==> src/rtl/shgc_pkg.sv <==
`timescale 1ns / 1ps
`default_nettype none

package shgc_pkg;

   localparam int ID_W     = 6;
   localparam int ENERGY_W = 16;
   localparam int TIMING_W = 16;
   localparam int DET_W    = 4;
   localparam int COUNT_W  = 7;
   localparam int STATUS_W = 3;
   localparam int GRADE_W  = 3;
   localparam int TDIFF_W  = TIMING_W + 1;

   // Bit positions in the per-hit error flags.
   localparam int ERR_ZERO_ENERGY = 0;
   localparam int ERR_MULTI_HIT   = 1;

   typedef enum logic [STATUS_W-1:0] {
      STATUS_OK             = 3'd0,
      STATUS_ZERO_ENERGY    = 3'd1,
      STATUS_MULTI_HIT      = 3'd2,
      STATUS_SIDE_EMPTY     = 3'd3,
      STATUS_NON_ADJACENT   = 3'd4,
      STATUS_TIMING_MISSING = 3'd5
   } status_type;

   typedef enum logic {
      SIDE_LV = 1'b0,
      SIDE_HV = 1'b1
   } side_type;

   typedef struct packed {
      side_type              side;
      logic [ID_W-1:0]       strip_id;
      logic [ENERGY_W-1:0]   strip_energy;
      logic [TIMING_W-1:0]   strip_timing;
      logic [DET_W-1:0]      detector_id;
      logic                  last_strip;
   } item_type;

   typedef struct packed {
      logic [COUNT_W-1:0]    count;
      logic [ID_W-1:0]       min_id;
      logic [ID_W-1:0]       max_id;
      logic [ENERGY_W-1:0]   energy;
      logic [TIMING_W-1:0]   timing;
      logic [ID_W-1:0]       id;
      logic [DET_W-1:0]      det;
   } side_acc_type;

   typedef struct packed {
      side_acc_type          lv;
      side_acc_type          hv;
      logic [1:0]            err;
   } hit_acc_type;

   // First member sits in the highest bits, so status ends up at bit 0.
   typedef struct packed {
      logic [TDIFF_W-1:0]    timing_difference;
      logic [DET_W-1:0]      hit_detector;
      logic [ID_W-1:0]       hv_dominant_id;
      logic [ID_W-1:0]       lv_dominant_id;
      logic [GRADE_W-1:0]    grade;
      status_type            status;
   } result_type;

   localparam side_acc_type SIDE_CLEAR = '{
      count:  '0,
      min_id: '1,
      max_id: '0,
      energy: '0,
      timing: '0,
      id:     '0,
      det:    '0
   };

   localparam hit_acc_type HIT_CLEAR = '{lv: SIDE_CLEAR, hv: SIDE_CLEAR, err: '0};

   // Sub-pixel grade from the low- and high-voltage strip counts.
   function automatic logic [GRADE_W-1:0] grade_of(input logic [COUNT_W-1:0] lv_n,
                                                   input logic [COUNT_W-1:0] hv_n);
      logic [GRADE_W-1:0] g;
      begin
         case ({lv_n, hv_n})
            {7'd1, 7'd1}, {7'd3, 7'd3}, {7'd1, 7'd3}, {7'd3, 7'd1}: g = 3'd0;
            {7'd1, 7'd2}, {7'd3, 7'd2}:                             g = 3'd1;
            {7'd2, 7'd1}, {7'd2, 7'd3}:                             g = 3'd2;
            {7'd2, 7'd2}:                                           g = 3'd3;
            default:                                                g = 3'd4;
         endcase
         return g;
      end
   endfunction

endpackage

`default_nettype wire

==> src/rtl/strip_hit_grade_classifier_top.sv <==
`timescale 1ns / 1ps
`default_nettype none

// Channel  Direction  Handshake              Payload
// req_     in         req_tvalid/tready      strip hit; side in tuser, last strip in tlast
// rsp_     out        rsp_tvalid/tready      classification of one detector hit
// csr_     in         csr_valid/csr_ready    timing_min write data, always ready
//
// One strip hit is taken per cycle with no gaps, as long as the result side keeps up.
// rsp_tvalid rises once the strip flagged last has passed, in order, the input register,
// which takes the strip at the transfer, the snapshot of the finished hit and the result
// register. The per-hit accumulators sit in the second stage and take one update
// per cycle.
// Reset is synchronous and active high; it clears the accumulators, the seen-map and
// all valid flags and sets timing_min to 1. There is no clearing pass after reset.
// A stall on rsp_tready holds only the last-strip path: strips that are not last
// keep flowing into the accumulators while a result waits to be taken.

module strip_hit_grade_classifier_top
   import shgc_pkg::*;
#(
   parameter int STRIPS_PER_SIDE = 64,
   parameter int MAX_STRIP_HITS  = 64
) (
   input  wire logic        clock,
   input  wire logic        reset,

   input  wire logic        req_tvalid,
   output logic             req_tready,
   // strip_id [5:0], strip_energy [21:6], strip_timing [37:22], detector_id [41:38],
   // zero padding [47:42]
   input  wire logic [47:0] req_tdata,
   // side [0]
   input  wire logic        req_tuser,
   input  wire logic        req_tlast,

   output logic             rsp_tvalid,
   input  wire logic        rsp_tready,
   // status [2:0], grade [5:3], lv_dominant_id [11:6], hv_dominant_id [17:12],
   // hit_detector [21:18], timing_difference [38:22], zero padding [39]
   output logic [39:0]      rsp_tdata,

   input  wire logic        csr_valid,
   output logic             csr_ready,
   input  wire logic [15:0] csr_wdata
);

   localparam int IDX_W = $clog2(STRIPS_PER_SIDE);
   localparam logic [COUNT_W-1:0] MAX_COUNT = COUNT_W'(MAX_STRIP_HITS);

   // Configuration register.
   logic [TIMING_W-1:0] timing_min_ff, timing_min_in;

   // Stage 1: input register.
   logic                item_valid_ff, item_valid_in;
   item_type            item_ff, item_in;

   // Stage 2: accumulators, seen-map and snapshot of a finished hit.
   hit_acc_type         acc_ff, acc_in;
   logic [1:0][STRIPS_PER_SIDE-1:0] seen_ff, seen_in;
   logic                snap_valid_ff, snap_valid_in;
   hit_acc_type         snap_ff, snap_in;

   // Stage 3: result register.
   logic                rsp_valid_ff, rsp_valid_in;
   result_type          rsp_data_ff, rsp_data_in;

   logic                req_fire;
   logic                out_free;
   logic                snap_move;
   logic                snap_free;
   logic                item_move;
   logic                item_free;

   logic                in_range;
   logic [IDX_W-1:0]    seen_idx;
   logic                seen_hit;
   side_acc_type        cur_side;
   side_acc_type        upd_side;
   hit_acc_type         acc_upd;

   logic [ID_W-1:0]     lv_span;
   logic [ID_W-1:0]     hv_span;

   // ------------------------------------------------------------------
   // Flow control. Strips that are not last never wait on the result side.
   // ------------------------------------------------------------------
   assign out_free   = !rsp_valid_ff || rsp_tready;
   assign snap_move  = snap_valid_ff && out_free;
   assign snap_free  = !snap_valid_ff || snap_move;
   assign item_move  = item_valid_ff && (!item_ff.last_strip || snap_free);
   assign item_free  = !item_valid_ff || item_move;
   assign req_tready = item_free;
   assign req_fire   = req_tvalid && req_tready;

   assign csr_ready  = 1'b1;
   assign rsp_tvalid = rsp_valid_ff;
   assign rsp_tdata  = {1'b0, rsp_data_ff};

   always_comb begin
      timing_min_in = timing_min_ff;
      if (csr_valid && csr_ready) begin
         timing_min_in = csr_wdata;
      end
   end

   // ------------------------------------------------------------------
   // Stage 1
   // ------------------------------------------------------------------
   always_comb begin
      item_valid_in = item_valid_ff;
      item_in       = item_ff;
      if (req_fire) begin
         item_valid_in        = 1'b1;
         item_in.side         = side_type'(req_tuser);
         item_in.strip_id     = req_tdata[5:0];
         item_in.strip_energy = req_tdata[21:6];
         item_in.strip_timing = req_tdata[37:22];
         item_in.detector_id  = req_tdata[41:38];
         item_in.last_strip   = req_tlast;
      end else if (item_move) begin
         item_valid_in = 1'b0;
      end
   end

   // ------------------------------------------------------------------
   // Stage 2: fold the strip into its side, then clear on the last strip.
   // ------------------------------------------------------------------
   assign in_range = (32'(item_ff.strip_id) < 32'(STRIPS_PER_SIDE));
   assign seen_idx = IDX_W'(item_ff.strip_id);
   assign seen_hit = in_range && seen_ff[item_ff.side][seen_idx];
   assign cur_side = (item_ff.side == SIDE_LV) ? acc_ff.lv : acc_ff.hv;

   always_comb begin
      upd_side = cur_side;
      // The first strip of a side always takes the lead; on a tie the earlier one stays.
      if (cur_side.count == '0 || item_ff.strip_energy > cur_side.energy) begin
         upd_side.energy = item_ff.strip_energy;
         upd_side.timing = item_ff.strip_timing;
         upd_side.id     = item_ff.strip_id;
         upd_side.det    = (item_ff.side == SIDE_LV) ? item_ff.detector_id : '0;
      end
      if (item_ff.strip_id < cur_side.min_id) begin
         upd_side.min_id = item_ff.strip_id;
      end
      if (item_ff.strip_id > cur_side.max_id) begin
         upd_side.max_id = item_ff.strip_id;
      end
      if (cur_side.count < MAX_COUNT) begin
         upd_side.count = cur_side.count + 1'b1;
      end

      acc_upd = acc_ff;
      if (item_ff.side == SIDE_LV) begin
         acc_upd.lv = upd_side;
      end else begin
         acc_upd.hv = upd_side;
      end
      if (item_ff.strip_energy == '0) begin
         acc_upd.err[ERR_ZERO_ENERGY] = 1'b1;
      end
      if (seen_hit) begin
         acc_upd.err[ERR_MULTI_HIT] = 1'b1;
      end
   end

   always_comb begin
      acc_in        = acc_ff;
      seen_in       = seen_ff;
      snap_in       = snap_ff;
      snap_valid_in = snap_valid_ff;
      if (snap_move) begin
         snap_valid_in = 1'b0;
      end
      if (item_move) begin
         if (item_ff.last_strip) begin
            snap_in       = acc_upd;
            snap_valid_in = 1'b1;
            acc_in        = HIT_CLEAR;
            seen_in       = '0;
         end else begin
            acc_in = acc_upd;
            if (in_range) begin
               seen_in[item_ff.side][seen_idx] = 1'b1;
            end
         end
      end
   end

   // ------------------------------------------------------------------
   // Stage 3: classify the finished hit.
   // ------------------------------------------------------------------
   assign lv_span = snap_ff.lv.max_id - snap_ff.lv.min_id;
   assign hv_span = snap_ff.hv.max_id - snap_ff.hv.min_id;

   always_comb begin
      rsp_data_in                   = rsp_data_ff;
      rsp_valid_in                  = rsp_valid_ff;
      if (snap_move) begin
         rsp_valid_in                  = 1'b1;
         rsp_data_in.grade             = '0;
         rsp_data_in.lv_dominant_id    = snap_ff.lv.id;
         rsp_data_in.hv_dominant_id    = snap_ff.hv.id;
         rsp_data_in.hit_detector      = snap_ff.lv.det;
         rsp_data_in.timing_difference = {1'b0, snap_ff.hv.timing}
                                         - {1'b0, snap_ff.lv.timing};
         if (snap_ff.err[ERR_ZERO_ENERGY]) begin
            rsp_data_in.status = STATUS_ZERO_ENERGY;
         end else if (snap_ff.err[ERR_MULTI_HIT]) begin
            rsp_data_in.status = STATUS_MULTI_HIT;
         end else if (snap_ff.lv.count == '0 || snap_ff.hv.count == '0) begin
            rsp_data_in.status = STATUS_SIDE_EMPTY;
         end else if ({1'b0, hv_span} >= snap_ff.hv.count
                      || {1'b0, lv_span} >= snap_ff.lv.count) begin
            rsp_data_in.status = STATUS_NON_ADJACENT;
         end else begin
            rsp_data_in.grade  = grade_of(snap_ff.lv.count, snap_ff.hv.count);
            if (snap_ff.lv.timing < timing_min_ff || snap_ff.hv.timing < timing_min_ff) begin
               rsp_data_in.status = STATUS_TIMING_MISSING;
            end else begin
               rsp_data_in.status = STATUS_OK;
            end
         end
      end else if (rsp_tready) begin
         rsp_valid_in = 1'b0;
      end
   end

   // ------------------------------------------------------------------
   // Registers
   // ------------------------------------------------------------------
   always_ff @(posedge clock) begin
      if (reset) begin
         timing_min_ff <= 16'd1;
         item_valid_ff <= 1'b0;
         acc_ff        <= HIT_CLEAR;
         seen_ff       <= '0;
         snap_valid_ff <= 1'b0;
         rsp_valid_ff  <= 1'b0;
      end else begin
         timing_min_ff <= timing_min_in;
         item_valid_ff <= item_valid_in;
         acc_ff        <= acc_in;
         seen_ff       <= seen_in;
         snap_valid_ff <= snap_valid_in;
         rsp_valid_ff  <= rsp_valid_in;
      end
   end

   always_ff @(posedge clock) begin
      item_ff     <= item_in;
      snap_ff     <= snap_in;
      rsp_data_ff <= rsp_data_in;
   end

   // ------------------------------------------------------------------
   // Assertions
   // ------------------------------------------------------------------
   a_count_bounded: assert property (@(posedge clock) disable iff (reset)
      acc_ff.lv.count <= MAX_COUNT && acc_ff.hv.count <= MAX_COUNT)
      else $error("strip count beyond saturation limit");

   a_clear_after_last: assert property (@(posedge clock) disable iff (reset)
      item_move && item_ff.last_strip |=>
         acc_ff.lv.count == '0 && acc_ff.hv.count == '0 && acc_ff.err == '0
         && seen_ff == '0 && snap_valid_ff)
      else $error("hit state not cleared or snapshot not taken after last strip");

   a_span_ordered: assert property (@(posedge clock) disable iff (reset)
      (acc_ff.lv.count != '0 |-> acc_ff.lv.min_id <= acc_ff.lv.max_id)
      and (acc_ff.hv.count != '0 |-> acc_ff.hv.min_id <= acc_ff.hv.max_id))
      else $error("lowest strip ID above highest on a populated side");

   a_grade_only_when_graded: assert property (@(posedge clock) disable iff (reset)
      rsp_valid_ff && rsp_data_ff.status != STATUS_OK
         && rsp_data_ff.status != STATUS_TIMING_MISSING |-> rsp_data_ff.grade == '0)
      else $error("grade set on an error result");

   a_snapshot_not_lost: assert property (@(posedge clock) disable iff (reset)
      snap_valid_ff && !out_free |=> snap_valid_ff && $stable(snap_ff))
      else $error("pending snapshot overwritten or dropped");

endmodule

`default_nettype wire
==> config.mk <==
export PLATFORM = sky130hd
export DESIGN_NAME = strip_hit_grade_classifier_top
export DESIGN_NICKNAME = d
export VERILOG_FILES = /design/src/rtl/shgc_pkg.sv /design/src/rtl/strip_hit_grade_classifier_top.sv
export SDC_FILE = /design/constraint.sdc
export NUM_CORES = 1
export LEC_CHECK = 0
export ABC_AREA = 0
export BUFFER_PORTS_ARGS = -buffer_cell sky130_fd_sc_hd__buf_2
export CAP_MARGIN = 15
export CORE_ASPECT_RATIO = 0.9
export CORE_MARGIN = 3
export CORE_UTILIZATION = 34
export CTS_CLUSTER_SIZE = 10
export DETAILED_ROUTE_END_ITERATION = 6
export SLEW_MARGIN = 25
export SYNTH_ARGS = -nofsm -noshare
export SYNTH_HDL_FRONTEND = slang
export SYNTH_SLANG_ARGS = --single-unit
==> constraint.sdc <==
create_clock -name clock -period 7 [get_ports clock]
set_input_delay 0.7 -clock clock [delete_from_list [all_inputs] [get_ports clock]]
set_output_delay 0.7 -clock clock [all_outputs]
set_load 0.01 [all_outputs]
Word-level counts from Yosys, hierarchy flattened
Index checks and enable logic that the tools add are counted.

Equal/unequal tests: 10. Add/sub/neg operators: 4. Reduce and logical (&&, ||, !) cells: 32. Bitwise logic cells: 1. Multiply operators: 0. Multiplexer cells: 32. $lt $le $gt $ge: 12. Div/mod/pow operators: 0. Shift-type cells: 0.

Operators by type and width (number): 64-bit two-way mux (3); 61-bit two-way mux (3); 128-bit two-way mux (1); 128-bit bitwise OR (1); 124-bit two-way mux (1); 14-bit by 9-bit == test with 1-bit output (second input constant) (6); 64-bit demux with 1-bit select (1); 14-bit by 8-bit == test with 1-bit output (second input constant) (3); 42-bit two-way mux (1); 16-bit < comparator (2); 7-bit zero test (3); 16-bit by 16-bit subtractor with 17-bit output (1); 16-bit greater-than comparator (1); 16-bit zero test (1); 6-bit by 7-bit greater-or-equal comparator with 1-bit output (2); 6-bit two-way mux (2); 3-bit one-hot mux with 4 select lines (1); 6-bit subtractor (2); 1-bit two-way mux (11); 1-bit logical OR (8); 4-bit OR reduction (2); 7-bit by 1-bit adder with 7-bit output (second input constant) (1); 6-bit by 7-bit < comparator with 1-bit output (second input constant) (1); 7-bit < comparator (second input constant) (1); 18 further kinds (32).

Register bits: 442. Word-level logic and storage cells: 137. Bits in latches: 0. Bits in writable memories: 0. Input bits: 71. Output and inout bits: 43. Memories kept: 0. Memory bits (read-only): 0.

Longest topological paths before layout
Gate-level depths: netlist (run 1).

Word-level depth: 9. Gate-level depth with buffers: 17. Gate-level depth less buffers: 15.

Worst setup path before layout (run 1)
OpenSTA, ideal clock, no wires.

Kind: in2reg. Start: in rsp_tready. End: reg acc_ff[63] (netlist bit). Required time: 6.883 ns. Slack: 0.707 ns. Stages on the path: 7. Path buffers: 2. Arrival: 6.177 ns. Library setup time: 0.117 ns. Cell sequence: and3b_1 -> nor2_1 -> nor2_1 -> a32o_1 -> buf_6 -> buf_6 -> a22o_1.

Cells in the longest elaborated chain, start to end: 5.

RTL lines: start, declared (line strip_hit_grade_classifier_top.sv:38) `input wire logic rsp_tready,`; 1-bit logical OR (line strip_hit_grade_classifier_top.sv:88) `assign out_free = !rsp_valid_ff || rsp_tready;`; 1-bit logical AND (line strip_hit_grade_classifier_top.sv:89) `assign snap_move = snap_valid_ff && out_free;`; 1-bit logical OR (line strip_hit_grade_classifier_top.sv:90) `assign snap_free = !snap_valid_ff || snap_move;`; 1-bit logical OR (line strip_hit_grade_classifier_top.sv:91) `assign item_move = item_valid_ff && (!item_ff.last_strip || snap_free);`; 1-bit logical AND (line strip_hit_grade_classifier_top.sv:91); end signal, assigned (line strip_hit_grade_classifier_top.sv:243) `acc_ff <= acc_in;`; end, declared (line strip_hit_grade_classifier_top.sv:59) `hit_acc_type acc_ff, acc_in;`.

Every way passes these cells. A chain may end at the register's enable or synchronous reset.

==> run metrics, run 1 <==
clk_lat worst skew slightly below 0.6 ns; TritonCTS Buffers 50; peak fanout along the critical path 29; RSZ-0062 raised after global routing no; CORE AREA about 0.056 mm²; fraction of registers with async set/reset 0%; Via Count ~13000; Synth area leader dfxtp_1; most frequent cell after synthesis dfxtp_1; Routed WL per cell between 15 and 20 µm; Setup CP Type reg2reg; clock slew seen by the registers of the worst setup and hold paths around 0.060 ns; DR top layer met4; hold slack around 0.29 ns; top post-synthesis cells by area dfxtp_1 28%, edfxtp_1 27%, ha_1 6.3%, a21oi_1 4.5%, a22o_1 4.3%; met2 wire length between 20000 and 25000 µm; Relative slew margins a little over a third; power per cell area between 200 and 300 mW/mm²; Metal-1 WL between 20000 and 25000 µm; Rows 82; final hold vios 0; share of cells above drive strength 1 between 10% and 20%; CTS root buf clkbuf_16; Yosys top cell area share between 20% and 30%; CP Capture Type flop; Post-Syn Instances about 1700; startpoint types flop; post-synthesis cell type count 72; Starting Density approximately 35%; CP arrival approximately 4.8 ns; met3 WL post-DR ~2000 µm; ANT nets after route 0; gr usage total about 15%; Nets slightly below 2000; DRC viols 0; post-synthesis sequential area ratio 54.17%; worst vdd ir between 0.0002 and 0.00025 V; crit path time final 4.489 ns; Peak Freq roughly 220 MHz; Syn Area/Cell 11.56 µm²; dominant synthesized flop cell dfxtp_1; #FFs+latches synth 438; Overflow after GRT 0; Setup Viol. Count Final 0; status complete, no violations; Layout area overhead 13.94%; fin util between 30% and 40%; # diodes 0; die height 232.3 µm; vias per cell 5.087; dpl hpwl ~29000 µm; PostCTS Resize Cnt 0; vias in the first global route roughly 13000; YS warnings 0; main combinational cell family by area after synthesis compound AO/OA/AOI/OAI gates; maxcap violations 0; Post-Syn Nets approximately 1800; adder-cell share of the synthesized area 6.584%; Detailed Routing Iterations Pass 1 5; I/O pin count ~110; Reg area 0.01048 mm²; top post-synthesis cells by count 267 x dfxtp_1, 204 x nor2_1, 175 x a21oi_1; Die X-Extent between 200 and 300 µm; Pins Over Slew Limit 0; Cell Area, Synth 0.01935 mm²; drt initial violations 835; measured slew at the worst slew-check pin a little under 1 ns; first-pass GRT wire length ~70000 µm; Hold-fix buffers, CTS 0; largest net degree at the start of global routing 91; Final period util 64.13%; CTS tree done; antenna violations before repair 1; clock net sink count 438; Final TNS setup 0 ns; P_leak just under 9 nW; Port Buffers ~110; Synth Area in Compound Gates between 10% and 20%; post-synthesis mux area share a little under an eighth; Clock Tree Buf Depth 3; die area around 0.060 mm²; GPL Wtd Cong about 0.85; Hold Path Class in2reg; Filler cells approximately 5400; XOR/XNOR share of the synthesized area about 1.4%; H-tree lvl count 2; area of the multi-input gates approximately 0.008 mm²; number of synthesized flops with an enable pin 171; final setup skew 0.02375 ns; postcts setup bufs 0; Routed WL 44250 µm; worst path required time approximately 7.3 ns; Simple-Gate Fraction of Synth Area ~8.6%
## where the power goes
part / total (W) / switching, W / internal (W)
clock: 0.00235 / 0.00101 / 0.00134
sequential: 0.00279 / 0.0000595 / 0.00273
combinational: 0.000501 / 0.000288 / 0.000213
## placed cells by master, fill, tap and decap left out, drive strengths merged, types with 23 or more instances in the layout
cell type / count
dfxtp: 267
nor2: 204
a21oi: 178
edfxtp: 171
buf: 130
ha: 97
a22o: 94
inv: 79
clkbuf: 79
mux2: 76
mux2i: 75
nand2: 47
o21ai: 26
mux4: 24
xnor2: 23
## path summary, 6_finish.rpt
| check | startpoint | to | slack [ns] | cells past startpoint |
|---|---|---|---|---|
| max | item_ff[43] | snap_ff[65] | 2.51 | 10 |
| min | req_tdata[3] | seen_idx[3] | 0.29 | 1 |
| min reg2reg | snap_ff[64] | rsp_tdata[19] | 0.41 | 0 |
| max reg2reg | item_ff[43] | snap_ff[65] | 2.51 | 10 |
## layer usage
metal	vias to the layer above	track usage, %
met2	286	24.03
met1	6325	20.09
met5	-	0
met3	55	2.083
li1	6305	-
met4	0	3.540
## critical path: stages, from the launching register on
cell      delay, ns
edfxtp_1       0.98
buf_4          0.59
mux2i_1        0.26
ha_1           0.26
a21o_1         0.18
a21o_1         0.18
a211o_2        0.34
o22a_2         0.26
o21bai_4       0.58
buf_16         0.24
mux2_2         0.34
## state kept, by name (all words and copies together) (netlist names)
| register | cells |
|---|---|
| seen_ff | 128 |
| acc_ff | 120 |
| seen_idx | 6 |
| item_ff | 38 |
| snap_valid_ff | 1 |
| timing_min_ff | 16 |
| rsp_tvalid | 1 |
| item_valid_ff | 1 |
| rsp_tdata | 39 |
| snap_ff | 88 |
## cell type report
type                    count  share of cell area [%]
well taps                 756                   4.291
flip-flops and latches    438                   47.55
multi-input cells        1067                   37.03
clock inverters             4                  0.2952
clock buffers              79                   6.216
repair buffers            130                   3.326
inverters                  76                   1.294
## cell families after synthesis
| kind of cell | after synthesis |
|---|---|
| compound gates | 395 |
| xor+xnor | 31 |
| buf+inv | 169 |
| fa+ha+maj | 100 |
| flops | 438 |
| other cells | 2 |
| mux | 175 |
| simple gates | 364 |
## metrics by stage
step / cell area [µm²] / instances / setup WS (ns) / power (W)
3_3_place_gp: 20560 / 2466 / 2.379 / 0.003329
3_5_place_dp: 20600 / 2467 / 2.495 / 0.003346
5_1_grt: 22040 / 2550 / 2.383 / 0.005868
2_1_floorplan: 19350 / 1674 / 0.7065 / 0.003202
6_report: 22040 / 2550 / 2.511 / 0.005639
4_1_cts: 22040 / 2550 / 2.465 / 0.005701
No activity file was read; power rests on OpenSTA's default activity.
==> inputs of run 2 (changes only) <==
--- a/config.mk
+++ b/config.mk
@@ -5,7 +5,7 @@
 export SDC_FILE = /design/constraint.sdc
 export NUM_CORES = 1
 export LEC_CHECK = 0
-export ABC_AREA = 0
+export ABC_AREA = 1
 export BUFFER_PORTS_ARGS = -buffer_cell sky130_fd_sc_hd__buf_2
 export CAP_MARGIN = 15
 export CORE_ASPECT_RATIO = 0.9
==> constraint.sdc (replaced) <==
create_clock -name clock -period 4.35 [get_ports clock]
set_input_delay 0.435 -clock clock [delete_from_list [all_inputs] [get_ports clock]]
set_output_delay 0.435 -clock clock [all_outputs]
set_load 0.01 [all_outputs]
==> run metrics, run 2 <==
Syn Area/Cell 8.324 µm² (-28%); Hold-fix buffers, CTS 28 (+28); CP Capture Type flop; I/O pin count 114 (unchanged); Relative slew margins 33.64% (-2.0 points); worst path required time 4.70 ns (-2.61 ns); r2r endpoint snap_ff[70]; Peak Freq 279.6 MHz (+26%); vias per cell 5.088 (about the same); Via Count 17520 (+35%); top post-synthesis cells by count 471 x nand2_1, 323 x a21oi_1, 267 x dfxtp_1; Routed WL 54350 µm (+23%); postcts setup bufs 0 (unchanged); Final period util 82.21% (+18 points); Starting Density 34.42% (-0.12 points); crit path time final 3.576 ns (-0.9130 ns); flip-flop count of the largest register after layout 128 (unchanged); Tot Pwr 0.009332 W (+65%); dominant synthesized flop cell dfxtp_1; clock slew seen by the registers of the worst setup and hold paths 0.06 ns (about the same); Nets 2790 (+44%); YS warnings 0 (unchanged); Setup Viol. Count Final 0 (unchanged); CTS root buf clkbuf_16; Metal-1 WL 24150 µm (+16%); number of synthesized flops with an enable pin 171 (unchanged); GPL Wtd Cong 0.8527 (+0.58%); post-synthesis sequential area ratio 49.64% (-4.5 points); RSZ-0062 raised after global routing no; worst r2r src item_ff[43]; Reg2Reg Depth 13 (+3); Yosys top cell area share 25.32% (-2.3 points); drt initial violations 1265 (+51%); Filler cells 5991 (+11%); status complete, no violations; #FFs+latches synth 438 (unchanged); Setup CP Type reg2reg; cell area after layout 0.02410 mm² (+9.3%); most frequent cells in the layout 470 x nand2_1, 322 x a21oi_1, 267 x dfxtp_1; Hold Path Sink item_ff[20]; Port Buffers 105 (unchanged); Rows 86 (+4.9%); FF-to-FF setup slack 0.77 ns (-1.74 ns); maxcap violations 0 (unchanged); Largest Register seen_ff; Worst Hold Depth 1 (unchanged); clock net sink count 438 (unchanged); DRC viols 0 (unchanged); DP Area 0.02227 mm² (+8.1%); CORE AREA 0.06133 mm² (+9.5%); measured slew at the worst slew-check pin 0.9954 ns (+0.02982 ns); largest registers seen_ff (128), acc_ff (120), snap_ff (88); vias in the first global route 17230 (+36%); CP arrival 3.92 ns (-0.88 ns); Post-Syn Instances 2536 (+51%); first-pass GRT wire length 86580 µm (+23%); H-tree lvl count 2 (unchanged); fraction of registers with async set/reset 0% (unchanged); Layout area overhead 14.14%; DR top layer met4; largest net degree at the start of global routing 96 (+5.5%); Hold Path Class in2reg; clk_lat worst skew 0.62 ns (+0.04 ns); met2 wire length 25870 µm (+25%); most frequent cell after synthesis nand2_1; die height 242.4 µm (+4.3%); fin util 39.29% (-0.062 points); top post-synthesis cells by area dfxtp_1 25%, edfxtp_1 24%, nand2_1 8.4%, a21oi_1 7.7%, ha_1 5.7%; CTS tree done; PostCTS Resize Cnt 0 (unchanged); share of cells above drive strength 1 9.959% (-7.3 points); commonest non-fill, non-tap cell in the layout nand2_1; Cell Area, Synth 0.02111 mm² (+9.1%); Routed WL per cell 15.78 µm (-9.1%); peak fanout along the critical path 19 (-34%); Post-Syn Nets 2707 (+47%); Overflow after GRT 0 (unchanged); Non-Filler Instances 3444 (+35%); hold_sp req_tdata[37]; worst vdd ir 0.0002819 V (+40%); placed cells 3326 (+35%); startpoint types flop; die area 0.06512 mm² (+8.9%); gr usage total 16.41% (+1.9 points); Final TNS setup 0 ns (unchanged); met3 WL post-DR 3169 µm (+58%); Detailed Routing Iterations Pass 1 6 (+1); Clock Tree Buf Depth 3 (unchanged); Die X-Extent 268.7 µm (+4.4%); final setup skew 0.03611 ns (+0.01236 ns); P_leak 9.544 nW (+9.3%); power per cell area 387.3 mW/mm² (+51%); ANT nets after route 0 (unchanged); Synth area leader dfxtp_1; TritonCTS Buffers 51 (+2.0%); final hold vios 0 (unchanged); dpl hpwl 35600 µm (+22%); Pins Over Slew Limit 0 (unchanged); post-synthesis cell type count 46 (-36%); antenna violations before repair 1 (unchanged)
run 2: cell types whose count changed after synthesis, moves of 24 or more:
cell     change
mux4_2      -24
nand3_1    +154
buf_2       +31
mux2i_1     -45
nand2_1    +424
mux2_2      -56
a21oi_1    +148
inv_1      +137
o21ai_1     +31
a22o_1      -94
nor2_1      +45
o21ai_0    +117
or2_2       +36
and2_1      +39
run 2: worst max-delay path, cell delays in order (launching register included):
cell and delay, ns:
edfxtp_1 0.86, buf_12 0.25, mux2i_1 0.25, ha_1 0.29, a21oi_1 0.16, o21ai_0 0.12
nor2_1 0.18, nand2_1 0.07, nand2_1 0.10, nand2_2 0.31, buf_4 0.32, nand2_1 0.09
nand3_1 0.10, and2_1 0.19
run 2: per-layer routing:
metal / vias up / GRT usage [%]
met2: 485 / 28.04
met5: - / 0
li1: 8655 / -
met3: 92 / 2.965
met4: 0 / 4.833
met1: 8290 / 21.07
run 2: power by group:
part	switching, W	internal, W	leakage, nW	total (W)
Sequential	0.0000716	0.00439	3.76	0.00446
Clock	0.00169	0.00220	0.713	0.00390
Combinational	0.000641	0.000330	5.07	0.000970
run 2: cells by family after synthesis:
family	after synthesis	synth area share, %
other cells	2	0.03558
fa+ha+maj	100	6.034
simple gates	1025	20.89
mux	30	1.422
buf+inv	361	7.183
compound gates	553	13.67
xor+xnor	27	1.120
flops	438	49.64
run 2: cell type report:
cell class | count | area [µm²] | area share [%]
Antenna cell | 1 | 2.502 | 0.01039
Clock inverter | 6 | 100.1 | 0.4154
Tap cell | 792 | 991.0 | 4.113
Multi-Input combinational cell | 1737 | 9180 | 38.10
Inverter | 222 | 837.1 | 3.474
Clock buffer | 79 | 1391 | 5.774
Timing Repair Buffer | 169 | 1114 | 4.621
Sequential cell | 438 | 10480 | 43.49
run 2: how the worst max path moves through the flow:
stage / start / end / slack [ns] / cells past startpoint
2_1_floorplan: rsp_tready / item_ff[0] / 0.62 / 8
6_report: item_ff[43] / snap_ff[70] / 0.77 / 13
5_1_grt: item_ff[43] / acc_ff[65] / 0.49 / 21
3_3_place_gp: item_ff[43] / snap_ff[65] / 0.78 / 20
3_5_place_dp: item_ff[43] / snap_ff[68] / 0.78 / 13
4_1_cts: item_ff[43] / snap_ff[70] / 0.77 / 13
run 2: metrics by stage:
step,hold WS (ns),worst slack [ns]
2_1_floorplan,0.4003,0.6168
3_3_place_gp,0.4063,0.7790
3_5_place_dp,0.4052,0.7783
4_1_cts,0.0001483,0.7720
5_1_grt,0.001674,0.4902
6_report,0.03402,0.7740
==> inputs of run 3 (changes only) <==
==> constraint.sdc (replaced) <==
create_clock -name clock -period 3.4 [get_ports clock]
set_input_delay 0.34 -clock clock [delete_from_list [all_inputs] [get_ports clock]]
set_output_delay 0.34 -clock clock [all_outputs]
set_load 0.01 [all_outputs]
==> run metrics, run 3 (synthesis gave the netlist of run 2 again) <==
status complete, no violations; FF-to-FF setup slack 0.33 ns (-0.44 ns); Largest Register seen_ff; Setup Viol. Count Final 0 (unchanged); CP arrival 3.50 ns (-0.42 ns); measured slew at the worst slew-check pin 0.9174 ns (-0.07799 ns); Clock Tree Buf Depth 3 (unchanged); Routed WL 54910 µm (+1.0%); final setup skew 0.01401 ns (-0.02210 ns); maxcap violations 0 (unchanged); worst vdd ir 0.0003382 V (+20%); Reg2Reg Depth 14 (+1); final hold vios 0 (unchanged); PostCTS Resize Cnt 0 (unchanged); CORE AREA 0.06133 mm² (unchanged); share of cells above drive strength 1 10.38% (+0.42 points); Final period util 90.24% (+8.0 points); # diodes 0 (-1); crit path time final 3.068 ns (-0.5077 ns); Final TNS setup 0 ns (unchanged); antenna violations before repair 1 (unchanged); clock net sink count 438 (unchanged); first-pass GRT wire length 87730 µm (+1.3%); Detailed Routing Iterations Pass 1 6 (unchanged); cell area after layout 0.02437 mm² (+1.1%); Filler cells 6019 (+0.47%); power per cell area 490.1 mW/mm² (+27%); worst r2r src item_ff[43]; Hold Path Sink timing_min_ff[13]; Setup CP Type reg2reg; P_leak 9.684 nW (+1.5%); I/O pin count 114 (unchanged); GPL Wtd Cong 0.8636 (+1.3%); vias in the first global route 17290 (+0.37%); r2r endpoint acc_ff[43]; Peak Freq 325.9 MHz (+17%); DP Worst Slack 0.3669 ns (-0.4114 ns); most frequent cells in the layout 470 x nand2_1, 322 x a21oi_1, 267 x dfxtp_1; gr usage total 16.55% (+0.14 points); Nets 2817 (+0.97%); Pins Over Slew Limit 0 (unchanged); Port Buffers 105 (unchanged); drt initial violations 1340 (+5.9%); Layout area overhead 15.43%; H-tree lvl count 2 (unchanged); Relative slew margins 38.84% (+5.2 points); Hold Path Class in2reg; Worst Hold Depth 3 (+2); CP Capture Type flop; commonest non-fill, non-tap cell in the layout nand2_1; Die X-Extent 268.7 µm (unchanged); peak fanout along the critical path 66 (+47); Overflow after GRT 0 (unchanged); die height 242.4 µm (unchanged); DP Area 0.02244 mm² (+0.73%); die area 0.06512 mm² (unchanged); Starting Density 34.42% (unchanged); TritonCTS Buffers 51 (unchanged); RSZ-0062 raised after global routing no; largest registers seen_ff (128), acc_ff (120), snap_ff (88); ANT nets after route 0 (unchanged); Routed WL per cell 15.82 µm (+0.25%); DRC viols 0 (unchanged); clk_lat worst skew 0.59 ns (-0.03 ns); hold_sp csr_wdata[13]; dpl hpwl 36070 µm (+1.3%); CTS root buf clkbuf_16; hold slack 0.04112 ns (+0.007103 ns); vias per cell 5.097 (+0.19%); Tot Pwr 0.01194 W (+28%); CTS tree done; Rows 86 (unchanged); Via Count 17690 (+0.98%); startpoint types flop; flip-flop count of the largest register after layout 128 (unchanged); largest net degree at the start of global routing 105 (+9.4%); setup slack after layout 0.3317 ns (-0.4423 ns); clock slew seen by the registers of the worst setup and hold paths 0.06 ns (about the same); worst path required time 3.83 ns (-0.87 ns)
==> run 3: layer usage <==
layer  wire [µm]  global-route usage (%)  vias up
li1            -                       -     8721
met1       24630                   21.52     8382
met2       25830                   28.06      511
met3        3236                   2.590       79
met4        1214                   5.295        0
met5           0                       0        -
==> run 3: worst max-delay path: stages (launching register included) <==
cell and delay, ns:
edfxtp_1 0.54, buf_12 0.33, mux2i_1 0.29, ha_1 0.28, a21oi_1 0.18, a21oi_1 0.10
nor2_1 0.10, nand2_1 0.06, nand2_1 0.10, nand2_2 0.08, buf_12 0.20, inv_2 0.28
nand2_1 0.15, nand3_1 0.12, a21oi_1 0.07
==> run 3: stage by stage <==
| step | cells | util, % |
|---|---|---|
| global placement | 3337 | 36.48 |
| floorplan | 2536 | - |
| global route | 3471 | 39.73 |
| detailed placement | 3339 | 36.58 |
| CTS | 3471 | 39.73 |
| finish | 3471 | 39.73 |
==> run 3: worst max-delay path by stage <==
stage | from | end
finish | item_ff[43] | acc_ff[43]
global route | item_ff[43] | acc_ff[105]
CTS | item_ff[43] | acc_ff[43]
detailed placement | rsp_tready | acc_ff[100]
global placement | item_ff[43] | acc_ff[90]
floorplan | item_ff[43] | snap_ff[69]
==> run 3: timing repair <==
action                     in CTS  in global routing
setup endpoints to repair       0                  0
hold buffers                   46                  0
hold endpoints to repair       45                  0
buffers inserted                0                  0
==> run 3: area by class of cell <==
cell class                 count  area (µm²)  area share, %
sequential                   438       10480          43.01
multi-input combinational   1737        9171          37.64
timing repair buffer         196        1416          5.812
clock buffer                  80        1405          5.766
tap                          792       991.0          4.067
inverter                     222       837.1          3.435
clock inverter                 6       67.56         0.2773
==> run 3: report_power, final <==
part           switching (W)  total [W]  internal [W]
logic               0.000831    0.00128      0.000451
clock network        0.00213    0.00496       0.00282
registers          0.0000829    0.00570       0.00562
total                0.00305     0.0119       0.00889
